===== src/bnf_pkg.sv =====
// ----------------------------------------------------------------------------
// bnf_pkg: shared definitions for the batch-normalisation forward block
// Default sizes, operation codes, status codes and field widths.
// ----------------------------------------------------------------------------
package bnf_pkg;

    localparam int STORE_DEPTH_DEF  = 4096;
    localparam int MAX_CHANNELS_DEF = 64;

    localparam int OP_W     = 2;
    localparam int POS_W    = 12;
    localparam int SAMPLE_W = 16;
    localparam int NORM_W   = 16;
    localparam int AVG_W    = 16;
    localparam int SPREAD_W = 32;
    localparam int STATUS_W = 2;
    localparam int BATCH_W  = 13;
    localparam int CHAN_W   = 7;
    localparam int SPAT_W   = 13;
    localparam int CFG_IDX_W  = 2;
    localparam int CFG_DATA_W = 13;

    // Square root operand and result widths
    localparam int ROOT_IN_W  = 64;
    localparam int ROOT_OUT_W = 32;

    localparam logic [OP_W-1:0] OP_LOAD    = 2'd0;
    localparam logic [OP_W-1:0] OP_COMPUTE = 2'd1;
    localparam logic [OP_W-1:0] OP_READ    = 2'd2;
    localparam logic [OP_W-1:0] OP_NOP     = 2'd3;

    localparam logic [STATUS_W-1:0] ST_OK        = 2'd0;
    localparam logic [STATUS_W-1:0] ST_NO_STATS  = 2'd1;
    localparam logic [STATUS_W-1:0] ST_BAD_POS   = 2'd2;
    localparam logic [STATUS_W-1:0] ST_CAPACITY  = 2'd3;

    localparam logic [CFG_IDX_W-1:0] REG_BATCH   = 2'd0;
    localparam logic [CFG_IDX_W-1:0] REG_CHANNEL = 2'd1;
    localparam logic [CFG_IDX_W-1:0] REG_SPATIAL = 2'd2;

    typedef struct packed {
        logic start;
        logic done;
    } bnf_unit_ctl_t;

endpackage


===== src/bnf_sqrt.sv =====
// ----------------------------------------------------------------------------
// bnf_sqrt: digit-by-digit integer square root
// Two operand bits per cycle; the result is the floor of the root.
// ----------------------------------------------------------------------------
module bnf_sqrt (
    input  logic                            aclk,
    input  logic                            aresetn,
    input  bnf_pkg::bnf_unit_ctl_t          ctl_in,
    input  logic [bnf_pkg::ROOT_IN_W-1:0]   value,
    output bnf_pkg::bnf_unit_ctl_t          ctl_out,
    output logic [bnf_pkg::ROOT_OUT_W-1:0]  root
);

    localparam int RW    = bnf_pkg::ROOT_OUT_W;
    localparam int VW    = bnf_pkg::ROOT_IN_W;
    localparam int REM_W = RW + 4;
    localparam int CNT_W = $clog2(RW + 1);

    logic             busy_reg;
    logic             done_reg;
    logic [CNT_W-1:0] cnt_reg;
    logic [VW-1:0]    val_reg;
    logic [REM_W-1:0] rem_reg;
    logic [RW-1:0]    root_reg;

    logic [REM_W-1:0] rem_sh;
    logic [REM_W-1:0] trial;
    logic             fits;

    always_comb begin
        rem_sh = {rem_reg[REM_W-3:0], val_reg[VW-1:VW-2]};
        trial  = {2'b00, root_reg, 2'b01};
        fits   = rem_sh >= trial;
    end

    always_ff @(posedge aclk) begin
        if (!aresetn) begin
            busy_reg <= 1'b0;
            done_reg <= 1'b0;
            cnt_reg  <= '0;
        end else begin
            done_reg <= 1'b0;
            if (ctl_in.start && !busy_reg) begin
                busy_reg <= 1'b1;
                cnt_reg  <= CNT_W'(RW);
            end else if (busy_reg) begin
                cnt_reg <= cnt_reg - 1'b1;
                if (cnt_reg == CNT_W'(1)) begin
                    busy_reg <= 1'b0;
                    done_reg <= 1'b1;
                end
            end
        end
    end

    always_ff @(posedge aclk) begin
        if (ctl_in.start && !busy_reg) begin
            val_reg  <= value;
            rem_reg  <= '0;
            root_reg <= '0;
        end else if (busy_reg) begin
            val_reg  <= {val_reg[VW-3:0], 2'b00};
            rem_reg  <= fits ? (rem_sh - trial) : rem_sh;
            root_reg <= {root_reg[RW-2:0], fits};
        end
    end

    always_comb begin
        ctl_out.start = busy_reg;
        ctl_out.done  = done_reg;
    end
    assign root = root_reg;

endmodule


===== config.mk =====
export PLATFORM = sky130hd
export DESIGN_NAME = bnf_sqrt
export DESIGN_NICKNAME = d
export VERILOG_FILES = /design/src/bnf_pkg.sv /design/src/bnf_sqrt.sv
export SDC_FILE = /design/constraint.sdc
export NUM_CORES = 1
export LEC_CHECK = 0
export ABC_AREA = 1
export BUFFER_PORTS_ARGS = -buffer_cell sky130_fd_sc_hd__buf_2
export CAP_MARGIN = 5
export CORE_MARGIN = 4
export CORE_UTILIZATION = 64
export DETAILED_ROUTE_END_ITERATION = 16
export HOLD_SLACK_MARGIN = 0.12
export PLACE_DENSITY_LB_ADDON = 0.15
export RECOVER_POWER = 25
export SETUP_SLACK_MARGIN = 0.02
export SYNTH_ARGS = -nofsm -noshare
export SYNTH_HDL_FRONTEND = slang
export SYNTH_SLANG_ARGS = --single-unit
export TNS_END_PERCENT = 20

===== constraint.sdc =====
create_clock -name aclk -period 6.8 [get_ports aclk]
set_input_delay 1.02 -clock aclk [delete_from_list [all_inputs] [get_ports aclk]]
set_output_delay 1.02 -clock aclk [all_outputs]
set_load 0.02 [all_outputs]

# Yosys cells after proc, flatten, opt, wreduce, memory -nomap -nowiden
# Cells that the tools add are included.
op_classes:
  add_sub_neg: 2
  magnitude_cmp: 1
  eq_ne: 1
  muxes: 9
  bitwise_logic: 2
  reduce_logical: 5
op_table:
  columns: ["operator", "n"]
  rows:
  - ["64-bit 2-to-1 mux", 2]
  - ["36-bit by 34-bit >= comparator with 1-bit output", 1]
  - ["34-bit 2-to-1 mux", 1]
  - ["34-bit subtractor", 1]
  - ["6-bit 2-to-1 mux", 2]
  - ["6-bit by 1-bit equality test with 1-bit output, second input constant", 1]
  - ["6-bit by 1-bit subtractor with 6-bit output, second input constant", 1]
  - ["1-bit 2-to-1 mux", 4]
  - ["3-bit OR reduction", 1]
  - ["1-bit NOT", 2]
  - ["2-bit nonzero test", 1]
  - ["2-bit OR reduction", 1]
  - ["1-bit logical AND", 1]
  - ["1-bit zero test", 1]
totals:
  register_bits: 138
  inputBits: 68
  out_inout_bits: 34
  elab_cells: 27

# Depth between registers and ports, before layout
logic_depth:
  word_depth: 4
  mapped_depth: 17
  mapped_depth_nobuf: 17

# Worst setup path before layout
# OpenSTA, ideal clock, no wires.
synth_timing:
  path_kind: "in2reg"
  startpoint: "input port ctl_in[1] (netlist name)"
  endpoint: "register val_reg[0] (enable)"
  setup_ps: 453
  t_arrival_ps: 3185
  required_ps: 6347
  slack_ps: 3162
  path_stages: 3
  path_buffers: 1
  path_cell_list: "nor2_1 -> inv_1 -> buf_1"
synth_between:
  elab_chain_len: 2
synth_lines:
  columns: ["item", "line", "rtl"]
  rows:
  - ["start, declared", "bnf_sqrt.sv:8", "input bnf_pkg::bnf_unit_ctl_t ctl_in,"]
  - ["1-bit logical AND", "bnf_sqrt.sv:57", "if (ctl_in.start && !busy_reg) begin"]
  - ["2-bit nonzero test (no source line)", null, null]
  - ["end signal, assigned", "bnf_sqrt.sv:58", "val_reg <= value;"]
  - ["end signal, assigned", "bnf_sqrt.sv:62", "val_reg <= {val_reg[VW-3:0], 2'b00};"]
  - ["end, declared", "bnf_sqrt.sv:22", "logic [VW-1:0] val_reg;"]
# Every way passes these cells.
# A chain may end at the register's enable or synchronous reset.

# Final worst setup path
layout_timing:
  startpoint: "register busy_reg"
  endpoint: "register val_reg[34], data pin"
layout_between:
  elab_chain_len: 3
layout_lines:
  columns: ["item", "line", "rtl"]
  rows:
  - ["start, declared", "bnf_sqrt.sv:19", "logic busy_reg;"]
  - ["start signal, assigned", "bnf_sqrt.sv:38", "busy_reg <= 1'b0;"]
  - ["start signal, assigned", "bnf_sqrt.sv:44", "busy_reg <= 1'b1;"]
  - ["start signal, assigned", "bnf_sqrt.sv:49", "busy_reg <= 1'b0;"]
  - ["1-bit zero test", "bnf_sqrt.sv:57", null]
  - ["1-bit logical AND", "bnf_sqrt.sv:57", null]
  - ["64-bit 2-to-1 mux", "bnf_sqrt.sv:57", null]
# Every way passes these cells.

==> results.toml <==
[sta]
grt_setup_unrepaired = "no"
holdWs_ns = 0.452
maxSlewHeadroom_pct = -36.3
fin_tns_setup_ns = 0
max_freq_mhz = 230
setup_viol = 0
fin_crit_sh_pct = 64.0
skew_ns = 0.0113
slew_violations = 78
tightest_slew_ns = 2.04
hold_violations = 0
timing.final.crit_period_ns = 4.35

[yosys]
synth_common_cells = "nand2_1, inv_1, dfxtp_1"
synth_seq_cells = 138
synth_edf_count = 64
avgSynthCellArea_um2 = 7.86
syn-num-nets = 1152
yosys.area.top_type_share_pct = 23.3
synth_top_flop_cell = "dfxtp_1"
yosys_warnings = 0
post-synth-top-count-cell = "nand2_1"
synthArstFlopShare_pct = 0
yosysTopAreaCell = "edfxtp_1"
netlist_area_mm2 = 0.00824
syn_inst = 1048
ys_seq_area_share_pct = 41.3
ys_types = 37
yosys-top-cells-area = "edfxtp_1, dfxtp_1, nand2_1"

[cells_and_area]
area_growth_pct = 13.9
drive_gt1_share_pct = 16.9
fillCellCount = 1048
final_nets = 1246
n_antenna_cell = 0
stdcell_count = 1327
largest_reg_flops = 64
final_area_mm2 = 0.00939

[flow_run]
drv_cap = 2

[cts]
htreeDepth = 4
max-clock-path-buffers = 2
insertion_delay_ns = 0.43
tritoncts = "done"
cts.sinks = 138
cts-root-buf = "clkbuf_16"
cts_resized = 0
clk_pin_slew_worst_paths_ns = 0.06
postCtsSetupBuffers = 0
cts.hold.buffers_added = 0
cts_buffers = 17

[placement]
placed_cell_area_mm2 = 0.00883
dp_cells = 1295
gp_congestion = 0.989
io_buffers = 100
dpl.hpwl_um = 13400

[global_routing]
grt_pass1_vias = 6623
antenna_found_initial = 0
grtUsageTotal_pct = 26.5
grt_pass1_wl_um = 31100
grt_max_degree = 64
overflow = 0

[floorplanning]
core_mm2 = 0.0126
start_util_pct = 65.3
io_pins = 102
die_y_um = 121
die_x_um = 121
dieArea_mm2 = 0.0148
fp-row-count = 41

[detailed_routing]
wirelength_um = 18800
drt-initial-drc-count = 457
wl_per_cell_um = 14.2
viasPerCell = 5.21
via_count = 6918
ant_nets = 0
dr.pass1.iters = 5
drc = 0

[critical_path]
critPathMaxFanout = 41
worstSetupPathType = "register to register"
critPathLaunchType = "register"
ff2ff_setup_slack_ns = 2.45
crit_path_end_kind = "register"
crit_required_ns = 6.97
cp.arrival_ns = 4.52

[power_and_ir_drop]
cellLeakagePower_nw = 4.51
fin_total_pwr_mw = 4.36
ir_drop_v = 0.000295
power_density_mw_per_mm2 = 464

[status]
status = "complete, but fails checks"
violations = "capacitance limit, slew limit"

[worst_hold_path]
hp-class = "register to register"
-- placed cells by master, fill, tap and decap left out, types with 36 or more instances in the layout --
| cell | netlist | layout |
|---|---|---|
| mux2_2 | 62 | 62 |
| nor2_1 | 54 | 53 |
| nand2_1 | 360 | 360 |
| inv_1 | 152 | 151 |
| edfxtp_1 | 64 | 64 |
| nand3_1 | 50 | 50 |
| dfxtp_1 | 74 | 74 |
| clkbuf_1 | 9 | 37 |
| ha_1 | 36 | 36 |
| buf_2 | 12 | 67 |
-- layer usage --
| layer | track usage, % | wire, um | up-vias |
|---|---|---|---|
| met5 | 0 | 0 | - |
| met4 | 10.4 | 502 | 0 |
| met3 | 6.48 | 1040 | 40 |
| met2 | 42.5 | 8780 | 193 |
| met1 | 34.7 | 8500 | 3132 |
| li1 | - | - | 3553 |
-- final timing paths --
check / startpoint / endpoint / depth (start not counted)
worst max-delay path: busy_reg / val_reg[34] / 5
worst min-delay path: rem_reg[32] / rem_reg[32] / 2
worst max register to register: busy_reg / val_reg[34] / 5
worst min register to register: rem_reg[32] / rem_reg[32] / 2
-- where the power goes --
group / switching, mW / total, mW / internal [mW]
clock network: 0.360 / 0.952 / 0.592
registers: 0.0740 / 1.10 / 1.02
logic: 1.49 / 2.31 / 0.822
-- cells by family (layout without fill, tap and decap cells) --
kind of cell	after synthesis	after routing	share of synthesized area, %
XOR/XNOR	18	18	1.91
flip-flops	138	138	41.3
AND/OR/NAND/NOR	537	537	28.7
buffers and inverters	185	292	9.20
multiplexers	62	62	8.47
AO/OA/AOI/OAI	72	72	5.00
adder cells (fa/ha/maj)	36	36	5.47
-- worst max-delay path, cell delays in order, from the launching register on --
cell,delay [ns]
dfxtp_1,0.30
clkbuf_1,1.46
clkinv_1,0.41
nand2_1,0.91
buf_4,0.58
mux2_2,0.41
-- through the flow --
stage / util (%) / worst slack, ns
after global placement: 69.9 / 3.75
after CTS: 74.8 / 3.83
after floorplan: - / 3.16
after detailed placement: 69.9 / 3.72
final: 74.4 / 2.45
after global routing: 74.4 / 2.21
-- layout make-up --
| class | instances | area [um^2] | share of cell area (%) |
|---|---|---|---|
| multi-input cells | 725 | 4080 | 43.5 |
| flip-flops and latches | 138 | 3400 | 36.3 |
| inverters | 154 | 579 | 6.17 |
| repair buffers | 106 | 497 | 5.29 |
| clock buffers | 20 | 447 | 4.76 |
| well taps | 172 | 215 | 2.29 |
| clock inverters | 12 | 164 | 1.75 |
Power figures use the tool's default switching activity.
