## src/bnf_div.sv

```systemverilog
// ----------------------------------------------------------------------------
// bnf_div: restoring serial divider
// One quotient bit per cycle; quotient and remainder hold until next start.
// ----------------------------------------------------------------------------
module bnf_div #(
    parameter int NUM_W = 48,
    parameter int DEN_W = 34
) (
    input  logic             aclk,
    input  logic             aresetn,
    input  logic             start,
    input  logic [NUM_W-1:0] num,
    input  logic [DEN_W-1:0] den,
    output logic             done,
    output logic [NUM_W-1:0] quot,
    output logic [DEN_W-1:0] rem
);

    localparam int CNT_W = $clog2(NUM_W + 1);

    logic             busy_reg;
    logic             done_reg;
    logic [CNT_W-1:0] cnt_reg;
    logic [NUM_W-1:0] q_reg;
    logic [DEN_W-1:0] rem_reg;
    logic [DEN_W-1:0] den_reg;

    logic [DEN_W:0]   trial;
    logic             fits;
    logic [DEN_W:0]   diff;

    always_comb begin
        trial = {rem_reg, q_reg[NUM_W-1]};
        fits  = trial >= {1'b0, den_reg};
        diff  = trial - {1'b0, den_reg};
    end

    always_ff @(posedge aclk) begin
        if (!aresetn) begin
            busy_reg <= 1'b0;
            done_reg <= 1'b0;
            cnt_reg  <= '0;
        end else begin
            done_reg <= 1'b0;
            if (start && !busy_reg) begin
                busy_reg <= 1'b1;
                cnt_reg  <= CNT_W'(NUM_W);
            end else if (busy_reg) begin
                cnt_reg <= cnt_reg - 1'b1;
                if (cnt_reg == CNT_W'(1)) begin
                    busy_reg <= 1'b0;
                    done_reg <= 1'b1;
                end
            end
        end
    end

    always_ff @(posedge aclk) begin
        if (start && !busy_reg) begin
            q_reg   <= num;
            rem_reg <= '0;
            den_reg <= den;
        end else if (busy_reg) begin
            q_reg   <= {q_reg[NUM_W-2:0], fits};
            rem_reg <= fits ? diff[DEN_W-1:0] : trial[DEN_W-1:0];
        end
    end

    assign done = done_reg;
    assign quot = q_reg;
    assign rem  = rem_reg;

endmodule

```

## config.mk

```make
export PLATFORM = sky130hd
export DESIGN_NAME = bnf_div
export DESIGN_NICKNAME = d
export VERILOG_FILES = /design/src/bnf_div.sv
export SDC_FILE = /design/constraint.sdc
export NUM_CORES = 1
export LEC_CHECK = 0
export BUFFER_PORTS_ARGS = -buffer_cell sky130_fd_sc_hd__buf_2
export CORE_AREA = 5 5 95 185
export DETAILED_ROUTE_END_ITERATION = 12
export DIE_AREA = 0 0 100 190
export PLACE_DENSITY = 0.74
export SKIP_LAST_GASP = 1
export SLEW_MARGIN = 20
export SYNTH_ARGS = -nofsm -noshare
export SYNTH_HDL_FRONTEND = slang
export SYNTH_SLANG_ARGS = --single-unit
```

## constraint.sdc

```tcl
create_clock -name aclk -period 3.4 [get_ports aclk]
set_input_delay 0.51 -clock aclk [delete_from_list [all_inputs] [get_ports aclk]]
set_output_delay 0.51 -clock aclk [all_outputs]
set_load 0.01 [all_outputs]
```

Word level (Yosys, flattened, before mapping)
Cells that the tools add are included.
{ "totals": {"out_inout_bits": 83, "input_bits": 85, "regBits": 124} }
{ "op_classes": {"add_sub_neg": 2, "bitwise_logic": 2, "magnitude_cmp": 1, "muxes": 9, "eq_ne": 1, "n_reduce_logical": 5} }
{ "ops": {"columns": ["operator", "count"], "rows": [
  ["48-bit 2-to-1 mux", 2],
  ["35-bit by 34-bit greater-or-equal comparator with 1-bit output", 1],
  ["34-bit 2-to-1 mux", 1],
  ["34-bit subtractor", 1],
  ["6-bit 2-to-1 mux", 2],
  ["6-bit by 1-bit equality test with 1-bit output (second input constant)", 1],
  ["6-bit by 1-bit subtractor with 6-bit output (second input constant)", 1],
  ["1-bit 2-to-1 mux", 4],
  ["3-bit OR reduction", 1],
  ["1-bit NOT", 2],
  ["2-bit nonzero test", 1],
  ["2-bit OR reduction", 1],
  ["1-bit logical AND", 1],
  ["1-bit zero test", 1]
]} }

Longest topological paths before layout
Gate-level depths: netlist of run 1.
{ "logic_depth": {"ltp_word": 4, "ltp_mapped": 13, "mapped_depth_nobuf": 12} }

Least setup slack after synthesis of run 1
No wires, ideal clock.
{ "synth_timing": {"kind": "flip-flop to flip-flop", "startpoint": "register q_reg[47] (netlist: quot[47])", "endpoint": "register rem_reg[28] (netlist: rem[28])", "arrival_time_ps": 2966, "slack_ps": 312, "synth_period_minus_slack_ps": 3088, "t_required_ps": 3278, "setup_time_ps": 122, "n_path_buf": 0, "stages_incl_launch_ff": 13, "path_cell_list": "edfxtp_1 > inv_1 > ha_1 > inv_1 > fa_1 > a21o_2 > a221o_2 > a31oi_4 > o21ai_4 > a311o_4 > a21oi_2 > xnor2_1 > a311o_1"} }
{ "synth_between": {"elab_chain_len": 2, "word_cells_on_any_way": 3} }
{ "synth_lines": {"columns": ["item", "line_no", "source"], "rows": [
  ["start, declared", "24", "logic [NUM_W-1:0] q_reg;"],
  ["start signal, assigned", "60", "q_reg <= num;"],
  ["start signal, assigned", "64", "q_reg <= {q_reg[NUM_W-2:0], fits};"],
  ["34-bit subtractor / 35-bit by 34-bit greater-or-equal comparator with 1-bit output (equally long branches)", "35, 34", null],
  ["34-bit 2-to-1 mux (*)", "65", "rem_reg <= fits ? diff[DEN_W-1:0] : trial[DEN_W-1:0];"],
  ["end signal, assigned", "65", null],
  ["end, declared", "25", "logic [DEN_W-1:0] rem_reg;"]
]} }
Mark *: on every way between the ends. The rest lies on a longest branch, timed or not.
A chain may end at the register's enable or synchronous reset.

Worst setup path after layout of run 1
{ "layout_timing": {"startpoint": "register q_reg[47] (netlist: quot[47])", "endpoint": "register rem_reg[30] (netlist: rem[30])"} }
The elaborated chain is that of the path after synthesis.

==> results of run 1 <==
[how the worst max path moves through the flow]
stage              from       to  slack (ps)  cells past startpoint
2_1_floorplan  quot[47]  rem[28]         310                     12
3_3_place_gp   quot[47]  rem[30]         280                     12
3_5_place_dp   quot[47]  rem[30]         160                     12
4_1_cts        quot[47]  rem[30]         150                     12
5_1_grt        quot[47]  rem[28]           3                     12
6_report       quot[47]  rem[30]         180                     12
[layout by cell type, fill, tap and decap left out, drive strengths merged, types with 7 or more instances in the layout]
cell type and count:
xor2 11, a21oi 30, nand3 9, clkbuf 17
mux2 49, nor2 32, nand2 67, dfxtp 42
nor2b 7, nand4 12, mux2i 27, inv 57
edfxtp 82, a31oi 7, o21ai 43, xnor2 19
ha 36, buf 179, a21o 19
[through the flow]
step           worst slack, ps  instance area, um^2
2_1_floorplan              312                 7040
3_3_place_gp               276                 8020
3_5_place_dp               163                 8020
4_1_cts                    154                 8590
5_1_grt                   3.22                 8600
6_report                   178                 8600
[what timing repair did]
item                       in CTS  in global routing
hold endpoints to repair        0                  0
setup endpoints to repair       0                  2
resized for setup               0                  1
[logic make-up (layout without fill, tap and decap cells)]
logic type / Yosys count / in the layout
other cells: 0 / 2
mux: 76 / 76
simple gates: 161 / 161
compound gates: 144 / 144
fa+ha+maj: 37 / 37
xor+xnor: 30 / 30
buf+inv: 80 / 257
flops: 124 / 124
[worst register-to-register path: cells and delay by family, from the launching register on]
family / cells / cell delay (ps)
buffers and inverters: 2 / 140
flip-flops: 1 / 380
AO/OA/AOI/OAI: 8 / 2040
adder cells (fa/ha/maj): 2 / 550
[routing by layer]
| metal | vias up | GRT usage [%] |
|---|---|---|
| li1 | 2711 | - |
| met1 | 2612 | 22.2 |
| met2 | 177 | 30.9 |
| met3 | 25 | 3.93 |
| met4 | 0 | 7.16 |
| met5 | - | 0 |
[area by class of cell]
cell class,instances,area (um^2),area share (%)
Multi-Input combinational cell,448,3350,38.9
Clock inverter,15,145,1.69
Timing Repair Buffer,179,951,11.1
Clock buffer,17,425,4.94
Tap cell,204,255,2.97
Sequential cell,124,3300,38.4
Antenna cell,2,5.00,0.0582
Inverter,46,173,2.01
[power groups by stage]
stage	clock [mW]	sequential [mW]	combinational, mW
after floorplan	0	2.22	1.85
after global placement	0	2.15	2.54
after detailed placement	0	2.16	2.57
after CTS	1.81	2.13	2.59
after global routing	1.87	2.17	2.85
final	1.78	2.13	2.60
==> summary.md, run 1 <==
| Metric | Value |
|---|---|
| Required time of the worst setup path | `3690 ps` |
| Post-Route Setup TNS | `0 ps` |
| Pin count of the biggest net entering global routing | `65` |
| DRC errors left | `0` |
| Simple logic cell fraction of the synthesized area | `10.8%` |
| Worst path bufs/invs | `2` |
| Total internal power | `4.03 mW` |
| Delay contributed by the slowest stage of the critical path | `440 ps` |
| CTS root buf | `sky130_fd_sc_hd__clkbuf_16` |
| Worst hold slack across all endpoints | `262 ps` |
| Wirelength per Cell | `16.7 um` |
| Global-route wire length before repair | `27600 um` |
| Initial antenna violation count | `2` |
| Status | `finished clean` |
| Average cell area after synthesis | `10.8 um^2` |
| Number of flip-flops under the largest register name | `48` |
| Worst-case reg-to-reg path depth | `12` |
| Top cell family by delay on the critical path | `compound AO/OA/AOI/OAI gates` |
| Part of the total power dissipated in combinational logic | `39.9%` |
| Fraction of final layout cells with drive strength greater than 1 | `34.3%` |
| Yosys top cell area share | `35.0%` |
| Number of distinct library cell variants in the gate-level netlist after synthesis | `74` |
| Classification of the worst setup path | `flip-flop to flip-flop` |
| Number of buffers created by CTS | `17` |
| Cell depth of the worst hold path | `1` |
| DRT iter0 DRCs | `189` |
| Commonest register cell after synthesis | `sky130_fd_sc_hd__edfxtp_1` |
| I/O Buffers | `167` |
| Detailed Route WL | `17300 um` |
| Gr ovfl total | `0` |
| Die area | `19000 um^2` |
| CP max FO | `6` |
| Static Leak | `3.83 nW` |
| Site Rows | `66` |
| CTS tree | `yes` |
| Sequential share of the synthesized area | `46.9%` |
| Unrepaired setup endpoints after global routing | `false` |
| Placed Instances | `1001` |
| Highest achievable clock rate | `0.310 GHz` |
| Dominant combinational cell family by area after synthesis | `compound AO/OA/AOI/OAI gates` |
| Highest layer used for signal routing | `met4` |
| Dominant cell type by count on the critical path | `sky130_fd_sc_hd__inv_1` |
| Largest cells by area after synthesis | `sky130_fd_sc_hd__edfxtp_1 35%, sky130_fd_sc_hd__dfxtp_1 12%, sky130_fd_sc_hd__mux2_2 7.8%` |
| Share of the synthesized netlist area taken by xor and xnor gates | `3.73%` |
| Seq cells post-synth | `124` |
| Number of global-route vias before repair | `5590` |
| Most used standard cells in the synthesized netlist | `82 x sky130_fd_sc_hd__edfxtp_1, 67 x sky130_fd_sc_hd__nand2_1, 49 x sky130_fd_sc_hd__mux2_2` |
| Flop pwr share | `32.8%` |
| Min-Delay Endpoint | `den_reg[24]` |
| Cell area after synthesis | `7040 um^2` |
| Post-route ant nets | `0` |
| Max-slew headroom at the worst pin | `55.9%` |
| Final standard cell count with taps included and fillers excluded | `1035` |
| WL met3 | `1030 um` |
| Filler cells | `1441` |
| Number of vias per cell after detailed routing | `5.34` |
| Adder-Cell Fraction of Synth Area | `6.68%` |
| Die Width | `100 um` |
| Reg-to-reg setup timing slack | `180 ps` |
| Dominant cell by count in the synthesized netlist | `sky130_fd_sc_hd__edfxtp_1` |
| Time the final worst path needs with I/O delays and setup | `3220 ps` |
| Critical R2R Launch | `quot[47]` |
| Total Power Consumption | `6.50 mW` |
| Endpoint kind of the worst setup timing path | `flip-flop` |
| Switching share of total power | `38.0%` |
| Total number of H-tree levels | `4` |
| Core region area | `16100 um^2` |
| Worst-skew pair later-pin latency | `420 ps` |
| Total count of hold-check failures in the final report | `0` |
| Setup Fix Bufs, Post-CTS | `0` |
| Number of nets in the layout | `938` |
| Routability Congestion | `0.909` |
| Share of cell area taken by muxes after synthesis | `11.7%` |
| Leading area contributor after synthesis | `sky130_fd_sc_hd__edfxtp_1` |
| Layout Area Growth over Synthesis | `22.2%` |
| CP startpoint kind | `flip-flop` |
| Number of vias in the routed layout | `5525` |
| Met2 Wirelength | `8800 um` |
| Final slew viol count | `0` |
| Share of async-settable or async-resettable flops after synthesis | `0%` |
| Ports | `168` |
| Buffer depth of the longest clock path | `2` |
| Slew at the pin closest to its max-slew limit | `660 ps` |
| Overall routing resource usage | `18.2%` |
| Cells along the critical path | `inv_1, ha_1, inv_1, fa_1, a21o_2, a221o_2, a31oi_4, o21ai_4, a311o_4, o2111a_1, a311oi_1, o21ai_0` |
| Overall die height | `190 um` |
| Starting Density | `43.7%` |
| Final worst-path cycle share | `94.8%` |
| Number of sinks on the clock net | `124` |
| Critical Path Slowest Stage Cell | `sky130_fd_sc_hd__a311o_4` |
| Hold Crit Class | `input port to flip-flop` |
| WL met1 | `7100 um` |
| Total nets after synthesis | `774` |
| Power per Cell Area | `756 nW/um^2` |
| Number of violations of the max-capacitance limit | `0` |
| Final HPWL DP | `12800 um` |
| Worst voltage drop across the vdd grid | `0.000452 V` |
| Count of hold buffers inserted by post-cts repair | `0` |
| End of the worst register-to-register path | `rem[30]` |
| Part of the power in the clock network | `27.3%` |
| Synth warnings | `0` |
| Switching component of the power | `2.47 mW` |
| Worst-path clk slew | `70 ps` |
| Number of endpoints failing setup at the final stage | `0` |
| Syn Inst Count | `652` |
| Worst clock skew | `15.6 ps` |
| Startpoint of the worst hold path | `den[24]` |
| Fin util | `53.4%` |
| Number of synthesized flops with an enable pin | `82` |
| Detailed-routing iteration count for the pre-antenna-repair pass | `5` |
| Area fraction in compound gates after synthesis | `14.4%` |
| Arrival time at the worst endpoint | `3520 ps` |
(Power assumes the default switching activity.)
==> run 2: changes to the inputs <==
--- a/config.mk
+++ b/config.mk
@@ -6,10 +6,14 @@
 export NUM_CORES = 1
 export LEC_CHECK = 0
 export BUFFER_PORTS_ARGS = -buffer_cell sky130_fd_sc_hd__buf_2
-export CORE_AREA = 5 5 95 185
+export CELL_PAD_IN_SITES_DETAIL_PLACEMENT = 1
+export CELL_PAD_IN_SITES_GLOBAL_PLACEMENT = 1
+export CORE_AREA = 5 5 98 192
+export CTS_CLUSTER_SIZE = 12
 export DETAILED_ROUTE_END_ITERATION = 12
-export DIE_AREA = 0 0 100 190
-export PLACE_DENSITY = 0.74
+export DIE_AREA = 0 0 103 197
+export PLACE_DENSITY = 0.85
+export REMOVE_ABC_BUFFERS = 1
 export SKIP_LAST_GASP = 1
 export SLEW_MARGIN = 20
 export SYNTH_ARGS = -nofsm -noshare
==> summary.md, run 2 (synthesis gave the netlist of run 1 again) <==
| Metric | Value |
|---|---|
| Status | `finished clean` |
| Part of the total power dissipated in combinational logic | `40.2% (+0.3 points)` |
| Required time of the worst setup path | `3700 ps (about the same)` |
| Overall die height | `197 um (+3.7%)` |
| Global-route wire length before repair | `34500 um (+25%)` |
| Worst path bufs/invs | `2 (unchanged)` |
| Buffer depth of the longest clock path | `2 (unchanged)` |
| Die area | `20300 um^2 (+6.8%)` |
| Worst voltage drop across the vdd grid | `0.000419 V (-7.3%)` |
| Slew at the pin closest to its max-slew limit | `765 ps (+105 ps)` |
| Launching instance or port of the critical path | `quot[47]` |
| Count of hold buffers inserted by post-cts repair | `0 (unchanged)` |
| Initial antenna violation count | `0 (-2)` |
| Arrival time at the worst endpoint | `3510 ps (about the same)` |
| Final standard cell count with taps included and fillers excluded | `1044 (+0.87%)` |
| CTS root buf | `sky130_fd_sc_hd__clkbuf_16` |
| Total count of hold-check failures in the final report | `0 (unchanged)` |
| Highest achievable clock rate | `0.311 GHz (+0.35%)` |
| CP max FO | `6 (unchanged)` |
| I/O Buffers | `167 (unchanged)` |
| Worst Setup EP | `rem[30]` |
| Final worst-path cycle share | `94.4% (-0.33 points)` |
| Time the final worst path needs with I/O delays and setup | `3210 ps (-11.2 ps)` |
| Layout Area Growth over Synthesis | `23.4%` |
| Worst clock skew | `8.22 ps (-7.36 ps)` |
| Detailed Route WL | `21900 um (+26%)` |
| Starting Density | `41.0% (-2.8 points)` |
| CTS tree | `yes` |
| Gr ovfl total | `0 (unchanged)` |
| Fin util | `50.5% (-2.9 points)` |
| Static Leak | `3.88 nW (+1.1%)` |
| Part of the power in the clock network | `28.4% (+1.1 points)` |
| Total internal power | `4.29 mW (+6.4%)` |
| Power per Cell Area | `788 nW/um^2 (+4.2%)` |
| Hold Crit Class | `input port to flip-flop` |
| Logic depth of the worst path, buffers included | `12 (unchanged)` |
| Number of buffers created by CTS | `17 (unchanged)` |
| Commonest non-fill, non-tap cells in the layout | `167 x sky130_fd_sc_hd__buf_2, 82 x sky130_fd_sc_hd__edfxtp_1, 67 x sky130_fd_sc_hd__nand2_1` |
| Placed Instances | `1011 (+1.0%)` |
| DRT iter0 DRCs | `220 (+16%)` |
| Switching share of total power | `37.3% (-0.74 points)` |
| Worst-path clk slew | `60 ps (about the same)` |
| Number of global-route vias before repair | `6580 (+18%)` |
| CP startpoint kind | `flip-flop` |
| Total number of H-tree levels | `4 (unchanged)` |
| Switching component of the power | `2.55 mW (+3.1%)` |
| Number of violations of the max-capacitance limit | `0 (unchanged)` |
| Worst hold slack across all endpoints | `253 ps (-9.26 ps)` |
| Endpoint kind of the worst setup timing path | `flip-flop` |
| Final HPWL DP | `15900 um (+24%)` |
| Number of nets in the layout | `943 (+0.53%)` |
| Number of vias in the routed layout | `5786 (+4.7%)` |
| Detailed-routing iteration count for the pre-antenna-repair pass | `4 (-1)` |
| Max-slew headroom at the worst pin | `48.9% (-7.0 points)` |
| Post-route ant nets | `0 (unchanged)` |
| DP Area | `8050 um^2 (+0.31%)` |
| Die Width | `103 um (+3.0%)` |
| Worst-case reg-to-reg path depth | `12 (unchanged)` |
| DRC errors left | `0 (unchanged)` |
| Area of all placed cells without fillers | `8690 um^2 (+0.96%)` |
| Routability Congestion | `0.814 (-11%)` |
| Number of flip-flops under the largest register name | `48 (unchanged)` |
| Dominant cell type by count on the critical path | `sky130_fd_sc_hd__inv_1` |
| Number of sinks on the clock net | `124 (unchanged)` |
| Top cell family by delay on the critical path | `compound AO/OA/AOI/OAI gates` |
| Post-Route Setup TNS | `0 ps (unchanged)` |
| Final slew viol count | `0 (unchanged)` |
| Unrepaired setup endpoints after global routing | `false` |
| Cells along the critical path | `inv_1, ha_1, inv_1, fa_1, a21o_2, a221o_2, a31oi_4, o21ai_4, a311o_4, o2111a_1, a311oi_1, o21ai_0` |
| Worst-skew pair later-pin latency | `430 ps (about the same)` |
| Wirelength per Cell | `21.0 um (+25%)` |
| Site Rows | `68 (+3.0%)` |
| Pin count of the biggest net entering global routing | `42 (-35%)` |
| Critical Path Slowest Stage Cell | `sky130_fd_sc_hd__a311o_4` |
| Number of endpoints failing setup at the final stage | `0 (unchanged)` |
| Commonest non-fill, non-tap cell in the layout | `sky130_fd_sc_hd__buf_2` |
| Critical R2R Launch | `quot[47]` |
| Classification of the worst setup path | `flip-flop to flip-flop` |
| Flop pwr share | `31.4% (-1.4 points)` |
| Number of vias per cell after detailed routing | `5.54 (+3.8%)` |
| Fraction of final layout cells with drive strength greater than 1 | `34.8% (+0.51 points)` |
| Delay contributed by the slowest stage of the critical path | `460 ps (+20 ps)` |
| Ports | `168 (unchanged)` |
| Core region area | `17200 um^2 (+6.7%)` |
| End of the worst register-to-register path | `rem[30]` |
| Antenna diode instance count | `0 (-2)` |
| Overall routing resource usage | `22.3% (+4.1 points)` |
| Reg-to-reg setup timing slack | `190 ps (about the same)` |
run 2: cell types whose count changed in the layout (fill, tap and decap cells not counted), sizes merged:
cell,change
inv,-9
buf,+5
bufinv,+4
clkinv,+4
diode,-2
clkinvlp,+1
run 2: power by group through the flow:
| stage | combinational (mW) | clock [mW] | sequential [mW] |
|---|---|---|---|
| after floorplan | 1.71 | 0 | 2.23 |
| after global placement | 2.61 | 0 | 2.16 |
| after detailed placement | 2.67 | 0 | 2.17 |
| after CTS | 2.72 | 1.97 | 2.15 |
| after global routing | 2.99 | 2.04 | 2.19 |
| final | 2.75 | 1.94 | 2.15 |
run 2: final cells by class:
class | instances | area (um^2)
fillers | 1947 | 8500
multi-input cells | 448 | 3350
flip-flops and latches | 124 | 3300
repair buffers | 184 | 976
clock buffers | 17 | 425
well taps | 210 | 263
clock inverters | 15 | 196
inverters | 46 | 173
run 2: how the worst min path moves through the flow:
stage	startpoint	end	slack, ps	cells past startpoint
floorplan	rem[23]	rem[23]	510	2
global placement	rem[5]	rem[5]	470	2
detailed placement	rem[5]	rem[5]	490	2
CTS	den[21]	den_reg[21]	240	1
global route	den[13]	den_reg[13]	240	1
finish	den[3]	den_reg[3]	250	1
run 2: repair_timing:
item | CTS | global route
setup buffers | 0 | 1
setup endpoints to repair | 0 | 4
resized for setup | 0 | 2
run 2: worst reg2reg max path: cells and delay by family, from the launching register on:
kind                     cells  cell delay (ps)
AO/OA/AOI/OAI                8             2010
adder cells (fa/ha/maj)      2              550
flip-flops                   1              380
buffers and inverters        2              140
run 2: stage by stage:
stage	total power, mW	setup slack (ps)
6_report	6.84	189
5_1_grt	7.22	28.3
4_1_cts	6.84	156
3_5_place_dp	4.85	198
3_3_place_gp	4.77	271
2_1_floorplan	3.94	-1580
run 2: per-layer routing:
| layer | GRT usage (%) | share of wire [%] | vias to the layer above | wire [um] |
|---|---|---|---|---|
| met4 | 10.1 | 4.0 | 0 | 880 |
| met3 | 7.76 | 7.5 | 65 | 1640 |
| li1 | - | - | 2718 | - |
| met1 | 20.5 | 32 | 2789 | 7090 |
| met5 | 0 | 0 | - | 0 |
| met2 | 42.1 | 56 | 214 | 12300 |
==> run 3: changes to the inputs <==
--- a/config.mk
+++ b/config.mk
@@ -8,11 +8,11 @@
 export BUFFER_PORTS_ARGS = -buffer_cell sky130_fd_sc_hd__buf_2
 export CELL_PAD_IN_SITES_DETAIL_PLACEMENT = 1
 export CELL_PAD_IN_SITES_GLOBAL_PLACEMENT = 1
-export CORE_AREA = 5 5 98 192
+export CORE_AREA = 2 2 100 198
 export CTS_CLUSTER_SIZE = 12
 export DETAILED_ROUTE_END_ITERATION = 12
-export DIE_AREA = 0 0 103 197
-export PLACE_DENSITY = 0.85
+export DIE_AREA = 0 0 102 200
+export PLACE_DENSITY = 0.82
 export REMOVE_ABC_BUFFERS = 1
 export SKIP_LAST_GASP = 1
 export SLEW_MARGIN = 20
==> constraint.sdc (replaced) <==
create_clock -name aclk -period 2.85 [get_ports aclk]
set_input_delay 0.4275 -clock aclk [delete_from_list [all_inputs] [get_ports aclk]]
set_output_delay 0.4275 -clock aclk [all_outputs]
set_load 0.01 [all_outputs]
==> summary.md, run 3 (synthesis gave the netlist of run 1 again) <==
| Metric | Value |
|---|---|
| Buffer depth of the longest clock path | `2 (unchanged)` |
| DRC errors left | `0 (unchanged)` |
| Critical R2R Launch | `quot[47]` |
| Antenna diode instance count | `0 (unchanged)` |
| Number of vias in the routed layout | `5870 (+1.5%)` |
| Combined flip-flop and latch cell area | `3300 um^2 (unchanged)` |
| Final standard cell count with taps included and fillers excluded | `1135 (+8.7%)` |
| Total number of H-tree levels | `4 (unchanged)` |
| Slew at the pin closest to its max-slew limit | `576 ps (-189 ps)` |
| Core region area | `18800 um^2 (+9.6%)` |
| Final slew viol count | `0 (unchanged)` |
| Hold Crit Class | `input port to flip-flop` |
| Detailed Route WL | `20500 um (-6.4%)` |
| Area of all placed cells without fillers | `9170 um^2 (+5.6%)` |
| Number of violations of the max-capacitance limit | `0 (unchanged)` |
| Static Leak | `4.11 nW (+6.1%)` |
| Delay contributed by the slowest stage of the critical path | `400 ps (-60 ps)` |
| Commonest non-fill, non-tap cell in the layout | `sky130_fd_sc_hd__buf_2` |
| Fin worst setup slack | `-133 ps (-323 ps)` |
| Starting Density | `37.4% (-3.6 points)` |
| Total count of hold-check failures in the final report | `0 (unchanged)` |
| Required time of the worst setup path | `3160 ps (-540 ps)` |
| Endpoint kind of the worst setup timing path | `flip-flop` |
| Ports | `168 (unchanged)` |
| Placed Instances | `1095 (+8.3%)` |
| Unrepaired setup endpoints after global routing | `true` |
| Cell depth of the worst hold path | `1 (unchanged)` |
| CTS root buf | `sky130_fd_sc_hd__clkbuf_16` |
| Fin util | `48.7% (-1.8 points)` |
| Max-slew headroom at the worst pin | `61.5% (+13 points)` |
| Min-Delay Endpoint | `den_reg[18]` |
| Number of global-route vias before repair | `6622 (+0.64%)` |
| Overall die height | `200 um (+1.5%)` |
| Reg-to-reg setup timing slack | `-130 ps (-320 ps)` |
| Initial antenna violation count | `0 (unchanged)` |
| Arrival time at the worst endpoint | `3290 ps (-220 ps)` |
| Number of nets in the layout | `990 (+5.0%)` |
| I/O Buffers | `167 (unchanged)` |
| Classification of the worst setup path | `flip-flop to flip-flop` |
| Status | `complete, but fails checks` |
| Commonest non-fill, non-tap cells in the layout | `167 x sky130_fd_sc_hd__buf_2, 82 x sky130_fd_sc_hd__edfxtp_1, 66 x sky130_fd_sc_hd__nand2_1` |
| End of the worst register-to-register path | `rem[30]` |
| Dominant cell type by count on the critical path | `sky130_fd_sc_hd__inv_2` |
| CP startpoint kind | `flip-flop` |
| Count of hold buffers inserted by post-cts repair | `0 (unchanged)` |
| Layout Area Growth over Synthesis | `30.3%` |
| CTS tree | `yes` |
| Number of vias per cell after detailed routing | `5.17 (-6.7%)` |
| Critical Path Slowest Stage Cell | `sky130_fd_sc_hd__edfxtp_1` |
| Worst-skew pair later-pin latency | `430 ps (about the same)` |
| Global-route wire length before repair | `32400 um (-6.0%)` |
| Die Width | `102 um (-0.97%)` |
| Worst-path clk slew | `60 ps (about the same)` |
| Worst-case setup slack after placement | `-316 ps (-514 ps)` |
| Site Rows | `71 (+4.4%)` |
| CP max FO | `4 (-2)` |
| Worst path bufs/invs | `2 (unchanged)` |
| Fraction of final layout cells with drive strength greater than 1 | `39.2% (+4.4 points)` |
| Multi-input gate area | `3420 um^2 (+2.0%)` |
| DP Area | `8400 um^2 (+4.3%)` |
| Final worst-path cycle share | `105% (+10 points)` |
| Overall routing resource usage | `20.8% (-1.5 points)` |
| Detailed-routing iteration count for the pre-antenna-repair pass | `6 (+2)` |
| Worst clock skew | `9.18 ps (+0.961 ps)` |
| Number of sinks on the clock net | `124 (unchanged)` |
| Number of endpoints failing setup at the final stage | `5 (+5)` |
| Number of flip-flops under the largest register name | `48 (unchanged)` |
| Top cell family by delay on the critical path | `compound AO/OA/AOI/OAI gates` |
| Final HPWL DP | `15400 um (-3.0%)` |
| Routability Congestion | `0.878 (+7.9%)` |
| Startpoint of the worst hold path | `den[18]` |
| DRT iter0 DRCs | `200 (-9.1%)` |
| Filler cells | `2170 (+11%)` |
| Highest achievable clock rate | `0.335 GHz (+7.6%)` |
| Die area | `20400 um^2 (+0.54%)` |
| Wirelength per Cell | `18.1 um (-14%)` |
| Number of buffers created by CTS | `17 (unchanged)` |
| Worst-case reg-to-reg path depth | `12 (unchanged)` |
| Post-route ant nets | `0 (unchanged)` |
| Violated checks | `negative setup slack` |
| Cells along the critical path | `inv_2, ha_4, inv_2, fa_2, a21o_2, a221o_2, a31oi_4, o21ai_4, a311o_4, o2111a_1, a311oi_2, o21ai_1` |
| Power per Cell Area | `930 nW/um^2 (+18%)` |
| Worst voltage drop across the vdd grid | `0.000549 V (+31%)` |
| Time the final worst path needs with I/O delays and setup | `2980 ps (-227 ps)` |
| Pin count of the biggest net entering global routing | `68 (+62%)` |
| Gr ovfl total | `0 (unchanged)` |
[run 3: cell count changes in the layout (fill, tap and decap cells not counted), sizes merged]
| cell | change |
|---|---|
| clkinvlp | -3 |
| inv | -2 |
| buf | +47 |
| clkbuf | +6 |
| clkinv | -2 |
[run 3: through the flow]
stage | hold WS [ps] | power [mW] | setup TNS (ps)
finish | 171 | 8.53 | -283
global route | 160 | 9.02 | -1120
CTS | 150 | 8.50 | -259
detailed placement | 500 | 6.06 | -1760
global placement | 486 | 5.94 | -1000
floorplan | 509 | 4.69 | -179830
[run 3: report_power, final]
| group | total, mW | internal (mW) | switching [mW] |
|---|---|---|---|
| sequential | 2.52 | 2.27 | 0.247 |
| combinational | 3.76 | 1.75 | 2.01 |
| clock | 2.25 | 1.48 | 0.779 |
[run 3: metal layers]
| layer | global-route usage (%) | up-vias | part of all wire (%) |
|---|---|---|---|
| met5 | 0 | - | 0 |
| met1 | 18.8 | 2844 | 34 |
| met4 | 11.8 | 0 | 4.1 |
| met3 | 6.16 | 53 | 5.0 |
| met2 | 39.6 | 170 | 57 |
| li1 | - | 2803 | - |
[run 3: how the worst max path moves through the flow]
stage	from	endpoint	cells past startpoint
final	quot[47]	rem[30]	12
after global routing	quot[47]	rem[30]	13
after CTS	quot[47]	rem[30]	12
after detailed placement	quot[47]	rem[30]	12
after global placement	quot[47]	rem[28]	12
after floorplan	busy_reg	quot[0]	2
[run 3: timing repair]
item / CTS / global route
buffers inserted: 5 / 4
pin swaps: 17 / 14
endpoints found under the setup margin: 29 / 34
resized for setup: 13 / 16
[run 3: cell type report]
cell class	instances	share of cell area, %
Multi-Input combinational cell	448	37.3
Sequential cell	124	36.0
Timing Repair Buffer	231	14.8
Clock buffer	23	4.99
Tap cell	255	3.48
Inverter	46	1.88
Clock inverter	8	1.55
[run 3: worst register-to-register path, delay by kind of cell, from the launching register on]
family,cells,cell delay [ps]
AO/OA/AOI/OAI,8,1870
adder cells (fa/ha/maj),2,470
buffers and inverters,2,120
flip-flops,1,400
